File: src/rtl/log_record_stream_deframer_top_assert.svh
// assertion macros for the log record stream deframer
`ifndef LOG_RECORD_STREAM_DEFRAMER_TOP_ASSERT_SVH
`define LOG_RECORD_STREAM_DEFRAMER_TOP_ASSERT_SVH

`ifndef SYNTH
`define LRSD_ASSERT(lbl, prop, msg) \
	lbl: assert property (@(posedge clk) disable iff (!arst_n) prop) else $error(msg);
`define LRSD_ASSERT_ALWAYS(lbl, prop, msg) \
	lbl: assert property (@(posedge clk) prop) else $error(msg);
`else
`define LRSD_ASSERT(lbl, prop, msg)
`define LRSD_ASSERT_ALWAYS(lbl, prop, msg)
`endif

`endif

File: src/rtl/lrsd_pkg.sv
// shared types and constants for the log record stream deframer
`timescale 1ns / 1ps

package lrsd_pkg;

	// record header layout, byte offsets
	localparam int unsigned HDR_BYTES = 14;
	localparam logic [3:0] HDR_TOPIC_BASE = 4'd8;
	localparam logic [3:0] HDR_PAYLOAD_BASE = 4'd10;
	localparam logic [3:0] HDR_LAST = 4'(HDR_BYTES - 1);

	// byte role tags
	localparam logic [1:0] ROLE_HEADER = 2'd0;
	localparam logic [1:0] ROLE_TOPIC = 2'd1;
	localparam logic [1:0] ROLE_PAYLOAD = 2'd2;
	localparam logic [1:0] ROLE_END = 2'd3;

	localparam int unsigned TDATA_BITS = 160;

	typedef struct packed {
		logic [1:0] role;
		logic [7:0] byte_out;
		logic done;
		logic [63:0] stamp;
		logic [15:0] topic_len;
		logic [31:0] pay_len;
		logic [31:0] count;
		logic partial;
	} lrsd_result_t;

endpackage

File: src/rtl/log_record_stream_deframer_top.sv
// top level of the log record stream deframer
`timescale 1ns / 1ps
`include "log_record_stream_deframer_top_assert.svh"

// log record stream deframer
// input channel s_*: one stream byte per transfer in s_tdata, s_tuser set
//   asks for the end-of-stream check instead of a byte
// output channel m_*: exactly one result per input transfer, m_tuser gives
//   the byte role (header, topic, payload, end check), m_tdata the byte,
//   record-done flag, current header fields, record count and the
//   trailing-partial flag of the end check
// output: a result is presented from the output register in the cycle after
//   its input transfer
// throughput: one byte per cycle while s_tready is high, the parser state
//   updates in the same cycle the byte is taken
// stall: while the output register holds a result that is not taken,
//   s_tready drops; s_tready is high whenever the register is empty or is
//   being emptied in this cycle
// reset: arst_n clears all parser state and the record count, and empties
//   the output register

module log_record_stream_deframer_top
	import lrsd_pkg::*;
(
	input logic clk,
	input logic arst_n,
	input logic s_tvalid,
	output logic s_tready,
	input logic [7:0] s_tdata,     // data_byte
	input logic s_tuser,           // end_of_stream
	output logic m_tvalid,
	input logic m_tready,
	// byte_out, record_done, timestamp, topic_length, payload_length,
	// records_seen, trailing_partial, zero pad
	output logic [TDATA_BITS-1:0] m_tdata,
	output logic [1:0] m_tuser     // byte_role
);

	lrsd_result_t res;
	lrsd_result_t res_s1;
	logic m_valid_q;
	logic s_xfer;

	// accept when the output register is free or drains this cycle
	assign s_tready = !m_valid_q || m_tready;
	assign s_xfer = s_tvalid && s_tready;

	lrsd_parser u_parser (
		.clk(clk),
		.arst_n(arst_n),
		.step(s_xfer),
		.data_byte(s_tdata),
		.end_of_stream(s_tuser),
		.res(res)
	);

	// output register valid flag
	always_ff @(posedge clk or negedge arst_n) begin
		if (!arst_n) begin
			m_valid_q <= 1'b0;
		end else if (s_tready) begin
			m_valid_q <= s_tvalid;
		end
	end

	// payload of the output register, no reset needed
	always_ff @(posedge clk) begin
		if (s_xfer) begin
			res_s1 <= res;
		end
	end

	assign m_tvalid = m_valid_q;
	assign m_tuser = res_s1.role;
	assign m_tdata = {6'd0, res_s1.partial, res_s1.count, res_s1.pay_len,
		res_s1.topic_len, res_s1.stamp, res_s1.done, res_s1.byte_out};

	`LRSD_ASSERT(a_no_take_on_stall, (m_valid_q && !m_tready) |-> !s_tready,
		"input taken while result stalled")
	`LRSD_ASSERT(a_done_role, (m_valid_q && res_s1.done) |->
		(res_s1.role == ROLE_HEADER || res_s1.role == ROLE_TOPIC),
		"record done on a payload byte or end check")
	`LRSD_ASSERT(a_partial_role, (m_valid_q && res_s1.partial) |-> (res_s1.role == ROLE_END),
		"trailing partial outside end check")

endmodule

File: src/rtl/lrsd_parser.sv
// record parser state and per-byte next-state logic
`timescale 1ns / 1ps
`include "log_record_stream_deframer_top_assert.svh"

module lrsd_parser
	import lrsd_pkg::*;
(
	input logic clk,
	input logic arst_n,
	input logic step,
	input logic [7:0] data_byte,
	input logic end_of_stream,
	output lrsd_result_t res
);

	logic [3:0] hdr_idx_q, hdr_idx_d;
	logic hdr_complete_q, hdr_complete_d;
	logic [63:0] stamp_q, stamp_d;
	logic [15:0] topic_len_q, topic_len_d;
	logic [31:0] pay_len_q, pay_len_d;
	logic [15:0] topic_taken_q, topic_taken_d;
	logic [31:0] payload_left_q, payload_left_d;
	logic [31:0] count_q, count_d;
	logic [15:0] taken_inc;
	logic finish;

	assign taken_inc = topic_taken_q + 16'd1;

	always_comb begin
		hdr_idx_d = hdr_idx_q;
		hdr_complete_d = hdr_complete_q;
		stamp_d = stamp_q;
		topic_len_d = topic_len_q;
		pay_len_d = pay_len_q;
		topic_taken_d = topic_taken_q;
		payload_left_d = payload_left_q;
		count_d = count_q;
		finish = 1'b0;
		res.role = ROLE_END;
		res.byte_out = data_byte;
		res.partial = 1'b0;

		if (end_of_stream) begin
			res.role = ROLE_END;
			res.byte_out = 8'd0;
			res.partial = (payload_left_q != 32'd0) || hdr_complete_q ||
				(hdr_idx_q != 4'd0) || (topic_taken_q != 16'd0);
		end else if (payload_left_q != 32'd0) begin
			res.role = ROLE_PAYLOAD;
			payload_left_d = payload_left_q - 32'd1;
		end else if (!hdr_complete_q) begin
			res.role = ROLE_HEADER;
			// drop the byte straight into its lane
			for (int i = 0; i < 8; i++) begin
				if (hdr_idx_q == 4'(i)) stamp_d[i*8 +: 8] = data_byte;
			end
			for (int i = 0; i < 2; i++) begin
				if (hdr_idx_q == HDR_TOPIC_BASE + 4'(i)) topic_len_d[i*8 +: 8] = data_byte;
			end
			for (int i = 0; i < 4; i++) begin
				if (hdr_idx_q == HDR_PAYLOAD_BASE + 4'(i)) begin
					pay_len_d[i*8 +: 8] = data_byte;
				end
			end
			if (hdr_idx_q == HDR_LAST) begin
				hdr_idx_d = 4'd0;
				hdr_complete_d = 1'b1;
				topic_taken_d = 16'd0;
				finish = (topic_len_d == 16'd0);
			end else begin
				hdr_idx_d = hdr_idx_q + 4'd1;
			end
		end else begin
			res.role = ROLE_TOPIC;
			topic_taken_d = taken_inc;
			finish = (taken_inc >= topic_len_q);
		end

		// close the record and arm the payload skip
		if (finish) begin
			if (count_q != 32'hFFFF_FFFF) count_d = count_q + 32'd1;
			payload_left_d = pay_len_d;
			topic_taken_d = 16'd0;
			hdr_complete_d = 1'b0;
		end

		res.done = finish;
		res.stamp = stamp_d;
		res.topic_len = topic_len_d;
		res.pay_len = pay_len_d;
		res.count = count_d;
	end

	always_ff @(posedge clk or negedge arst_n) begin
		if (!arst_n) begin
			hdr_idx_q <= 4'd0;
			hdr_complete_q <= 1'b0;
			stamp_q <= 64'd0;
			topic_len_q <= 16'd0;
			pay_len_q <= 32'd0;
			topic_taken_q <= 16'd0;
			payload_left_q <= 32'd0;
			count_q <= 32'd0;
		end else if (step) begin
			hdr_idx_q <= hdr_idx_d;
			hdr_complete_q <= hdr_complete_d;
			stamp_q <= stamp_d;
			topic_len_q <= topic_len_d;
			pay_len_q <= pay_len_d;
			topic_taken_q <= topic_taken_d;
			payload_left_q <= payload_left_d;
			count_q <= count_d;
		end
	end

	`LRSD_ASSERT(a_hdr_idx_range, hdr_idx_q <= HDR_LAST, "header index past last byte")
	`LRSD_ASSERT(a_complete_idx, hdr_complete_q |-> (hdr_idx_q == 4'd0),
		"header complete with index not cleared")
	`LRSD_ASSERT(a_skip_not_topic, (payload_left_q != 32'd0) |-> !hdr_complete_q,
		"payload skip while topic pending")

endmodule
File: config.mk
export PLATFORM = sky130hd
export DESIGN_NAME = log_record_stream_deframer_top
export DESIGN_NICKNAME = d
export VERILOG_FILES = /design/src/rtl/lrsd_pkg.sv /design/src/rtl/log_record_stream_deframer_top.sv /design/src/rtl/lrsd_parser.sv
export VERILOG_INCLUDE_DIRS = /design/src /design/src/rtl
export SDC_FILE = /design/constraint.sdc
export NUM_CORES = 1
export LEC_CHECK = 0
export BUFFER_PORTS_ARGS = -buffer_cell sky130_fd_sc_hd__buf_2
export CORE_ASPECT_RATIO = 2
export CORE_UTILIZATION = 30
export DETAILED_ROUTE_END_ITERATION = 12
export GPL_ROUTABILITY_DRIVEN = 0
export PLACE_DENSITY = 0.42
export SLEW_MARGIN = 40
export SYNTH_ARGS = -nofsm -noshare
export SYNTH_HDL_FRONTEND = slang
export SYNTH_SLANG_ARGS = --single-unit
File: constraint.sdc
create_clock -name clk -period 14.4 [get_ports clk]
set_clock_uncertainty 0.1 [all_clocks]
set_input_delay 0.72 -clock clk [delete_from_list [all_inputs] [get_ports clk]]
set_output_delay 0.72 -clock clk [all_outputs]
set_load 0.03 [all_outputs]
======== Word level (Yosys, flattened, before mapping) ========
Cells that the tools add are included.
W data, S select, Z words.
storage, ports and cells
  register bits ........................... 354
  bits of input ports ..................... 13
  output and inout bits ................... 164
cells by class
  $add $sub $neg .......................... 4
  $lt $le $gt $ge ......................... 1
  equality and inequality tests ........... 16
  mux-type cells .......................... 51
  bitwise gates (word level) .............. 3
  reduce and logical (&&, ||, !) cells .... 18
operators with widths
  cell                     number
  $mux W32                 8
  $mux W64                 3
  $mux W8                  20
  $mux W16                 8
  $add A32 B1 Y32 const B  1
  $ne A32 B32 Y1 const B   1
  $reduce_bool A32 Y1      1
  $sub A32 B1 Y32 const B  1
  $eq A4 B4 Y1 const B     6
  $add A16 B1 Y16 const B  1
  $eq A4 B3 Y1 const B     4
  $ge A16 B16 Y1           1
  $logic_not A16 Y1        1
  $reduce_bool A16 Y1      1
  $mux W1                  11
  $eq A4 B2 Y1 const B     2
  $reduce_and A4 Y1        2
  $reduce_and A3 Y1        2
  $add A4 B1 Y4 const B    1
  $eq A4 B1 Y1 const B     1
  $logic_not A4 Y1         1
  $logic_or A1 B1 Y1       4
  $mux W4                  1
  $ne A2 B1 Y1 const B     2
  7 further kinds          9

======== Longest topological paths before layout ========
  depth after elaboration ................. 12
  mapped depth ............................ 17

======== Hierarchy ========
From an unflattened synthesis, not the netlist that was laid out.
second synthesis, totals
  cells, all modules ...................... 1363
  area total of the unflattened synthesis .. 16385.7 um^2
modules (own cells, without submodules)
  module                          times used  cells an instance  area an instance (um^2)
  lrsd_parser                     1           1196               11598.6
  log_record_stream_deframer_top  1           167                4787.1

======== Worst setup path after synthesis ========
OpenSTA, ideal clock, no wires.
  path type ............................... in2reg
  start ................................... input m_tready
  end ..................................... register res_s1 (netlist bit m_tdata[0]) (enable)
  library setup time ...................... 0.580 ns
  arrival time ............................ 6.059 ns
  data required time ...................... 13.720 ns
  setup slack ............................. 7.660 ns
  stages .................................. 5
  buffers on the path ..................... 2
  cell sequence ........................... nand2b_1 nand2_1 inv_2 clkbuf_1 buf_1
between the ends
  word-level cells in the longest chain between the ends .. 2
ends and longest elaborated chain
  item                  RTL line                              RTL
  start, declared       log_record_stream_deframer_top.sv:32  input logic m_tready,
  $logic_or A1 B1 Y1    log_record_stream_deframer_top.sv:45  assign s_tready = !m_valid_q || m_tready;
  $logic_and A1 B1 Y1   log_record_stream_deframer_top.sv:46  assign s_xfer = s_tvalid && s_tready;
  net s_xfer            log_record_stream_deframer_top.sv:42  logic s_xfer;
  end signal, assigned  log_record_stream_deframer_top.sv:69  res_s1 <= res;
  end, declared         log_record_stream_deframer_top.sv:40  lrsd_result_t res_s1;
The timed path passes the listed nets, and every way through them passes these cells.
A chain may end at the register's enable or synchronous reset.

======== Worst setup path in the final report ========
  start ................................... register u_parser.topic_taken_q[0]
  end ..................................... register u_parser.payload_left_q[1]
between the ends
  word-level cells in the longest chain between the ends .. 7
  elaborated cells on any way between the ends .. 9
  classes of those cells .................. 1 x add/sub; 1 x order compare; 1 x eq/ne; 4 x mux; 2 x reduce/logical
ends and longest elaborated chain
  item                                                                 RTL line            RTL
  start, declared                                                      lrsd_parser.sv:21   logic [15:0] topic_taken_q, topic_taken_d;
  start signal, assigned                                               lrsd_parser.sv:110  topic_taken_q <= topic_taken_d;
  $add A16 B1 Y16 *                                                    lrsd_parser.sv:27   assign taken_inc = topic_taken_q + 16'd1;
  $ge A16 B16 Y1 *                                                     lrsd_parser.sv:76   finish = (taken_inc >= topic_len_q);
  $mux W1 *                                                            lrsd_parser.sv:51   end else if (!hdr_complete_q) begin
  $mux W1 *                                                            lrsd_parser.sv:48   end else if (payload_left_q != 32'd0) begin
  $mux W1 *                                                            lrsd_parser.sv:43   if (end_of_stream) begin
  $ne A2 B1 Y1 (no source line) or $reduce_bool A2 Y1 (tied branches)  -
  $reduce_and A3 Y1 (no source line)                                   -
  end signal, assigned                                                 lrsd_parser.sv:111  payload_left_q <= payload_left_d;
  end, declared                                                        lrsd_parser.sv:22   logic [31:0] payload_left_q, payload_left_d;
Mark *: on every way between the ends. The rest lies on a longest branch, timed or not.

==> results.cfg <==
[run_status]
status = finished clean

[power]
peakVddDrop_mv = 0.08028
clkPwrFrac_pct = 40.8
total_power_mw = 2.343
p_comb_share_pct = 9.7
seqPwrFrac_pct = 49.5
power-per-cell-area_nw_per_um2 = 122.0
p_leak_nw = 8.522
intPower_mw = 1.728
switching_share_pct = 26.25
p_switching_mw = 0.6152

[clocking]
htreeDepth = 2
cts-buffers-inserted = 37
cts_tree = built
clockBufferDepth = 3
cts_sinks = 354
postCtsSetupBuffers = 0
cts-resized-gates = 0
clock_latency_ps = 550
cts_root_buf = clkbuf_16
clkSlewWorstSetupHoldPaths_ps = 60
hold_buffers = 0

[finish]
multi_input_area_um2 = 6309
final_nets = 1527
areaGrowthSynthToFinish_pct = 17.02
layout_common_cells = dfrtp_1 (197), mux2_2 (180), buf_2 (169)
drive_gt1_share_pct = 30.03
layout_commonest_cell = dfrtp_1
fill_cells = 5372
antenna_cells = 0
fin_util_pct = 35.74
regArea_um2 = 9641

[route]
dr.pass1.iters = 5
ant_nets = 0
vias = 10910
via_per_inst = 4.974
wl_per_cell_um = 21.10
drcViolationCount = 0
drt-total-wl_mm = 46.27
drtIter0Drc = 500

[die]
die_w_um = 167.4
core-area_um2 = 53750
initial_core_util_pct = 30.54
dieArea_um2 = 55710
row_count = 120
io_pins = 177
dieHeight_um = 332.8

[yosys]
yosys_warnings = 0
synth-edff-count = 156
synth.distinct_cells = 68
synth_area_um2 = 16420
ys_seq_area_share_pct = 58.72
ys_seq_elements = 354
synth_ff_type = dfrtp_1
ys_async_sr_fraction_pct = 55.93
postSynthCellCount = 1335
synth.avg_cell_area_um2 = 12.30

[worst_hold_path]
hp-class = input pin to async pin

[job]
maxCapViolations = 0

[global_route]
grt_pass1_wl_mm = 71.48
overflow = 0
antenna_found_initial = 0
grt_max_degree = 87
grt_usage_pct = 16.89
first_global_vias = 11470

[sta]
timing.setup.tns_ps = 0
maxSlewViolCount = 0
worst_slew_margin_rel_pct = 46.08
finalCritPeriodShare_pct = 34.36
rsz0062_at_grt = false
tightest_slew_ps = 802.8
final.min_clock_period_ps = 4948
setup_viol = 0
fmax_mhz = 202.1
hold_violations = 0
hold_slack_ps = 64.85

[setup_path]
crit_slowest_cell = a31oi_2
slowest_delay_ps = 480
crit_buf_inv = 3
worstPathMaxFanout = 32
cp.arrival_ps = 5310
path_class = register to register
critical-path-top-delay-family = simple AND/OR/NAND/NOR gates
r2r_slack_ps = 9450
worst_setup_path_start_kind = register
end_kind = register
path_cells = ha_1, nand3_1, nor2_1, and3_1, nand3_1, xnor2_1, ha_1, nand4_1, nor3_1, o311ai_0, a31oi_2, o21ai_1, buf_4, inv_1, buf_4, mux2_2, o21ai_0
crit_required_ps = 14760

[placement]
io_buffers = 170
dp_hpwl_mm = 30.97
==> cell type report <==
type	instances	share of cell area, %
Sequential cell	354	50.19
Timing Repair Buffer	187	5.204
Inverter	62	1.251
Clock inverter	15	0.7100
Multi-Input combinational cell	852	32.84
Clock buffer	52	5.439
Tap cell	671	4.370
==> final timing paths <==
path,startpoint,endpoint,cells after the start
min in group clk,s_tvalid,m_tvalid,2
hold reg to reg,u_parser.pay_len_q[10],u_parser.pay_len_q[10],2
max in group asynchronous,arst_n,u_parser.pay_len_q[29],3
hold / removal,arst_n,u_parser.stamp_q[19],1
setup / recovery,u_parser.topic_taken_q[0],u_parser.payload_left_q[1],17
setup reg to reg,u_parser.topic_taken_q[0],u_parser.payload_left_q[1],17
==> power groups by stage <==
| stage | logic, mW | clock network, mW | registers [mW] |
|---|---|---|---|
| floorplan | 0.104 | 0 | 1.22 |
| global placement | 0.229 | 0 | 1.18 |
| detailed placement | 0.233 | 0 | 1.18 |
| CTS | 0.233 | 0.998 | 1.16 |
| global route | 0.251 | 1.03 | 1.17 |
| finish | 0.227 | 0.956 | 1.16 |
==> cells in the mapped netlist, drive strengths merged (13+ instances only) <==
cell | count | share of area (%)
mux2i | 22 | 1.4
ha | 20 | 1.5
a21oi | 32 | 0.98
and3 | 14 | 0.53
buf | 14 | 0.58
nor2 | 50 | 1.1
nand2 | 123 | 2.8
nor3 | 46 | 1.5
mux2 | 183 | 13
nand3 | 52 | 1.6
nor4 | 22 | 1.1
inv | 62 | 1.4
edfxtp | 156 | 29
dfrtp | 198 | 30
o21ai | 50 | 1.5
xor2 | 40 | 2.1
clkbuf | 58 | 1.3
xnor2 | 35 | 1.9
nand4 | 18 | 0.69
or3 | 13 | 0.50
==> cells by family (layout without fill, tap and decap cells) <==
group	count (synthesis)	after routing	share of synthesized area, %
buffers and inverters	134	316	3.323
and+or+nand+nor	390	390	12.14
AOI/OAI and AO/OA	156	156	6.227
other	1	6	0.02284
xor gates and xnor gates	75	75	4.002
DFF	354	354	58.72
adders and majority gates	20	20	1.524
muxes	205	205	14.04
==> through the flow <==
step	cell area, µm²	std cells	setup WS (ps)
after floorplan	16430	1340	7660
after global placement	17980	2126	9375
after detailed placement	17990	2126	9250
after CTS	19170	2193	9233
after global routing	19210	2193	9032
final	19210	2193	9452
==> per-layer routing <==
metal  part of all wire [%]  GRT usage [%]  vias up
li1                       -              -     5136
met1                     39          19.21     5459
met3                    4.6          3.213       71
met4                    3.1          6.285        0
met5                      0              0        -
met2                     53          30.89      242
==> state kept, by name (all words and copies together) (netlist names) <==
name / flops
u_parser.stamp_q: 64
u_parser.hdr_idx_q: 4
u_parser.pay_len_q: 32
u_parser.topic_taken_q: 16
u_parser.count_q: 32
m_tuser: 2
m_tdata: 154
u_parser.hdr_complete_q: 1
m_tvalid: 1
u_parser.payload_left_q: 32
u_parser.topic_len_q: 16
Note: power is estimated with default switching activity, not from simulation.
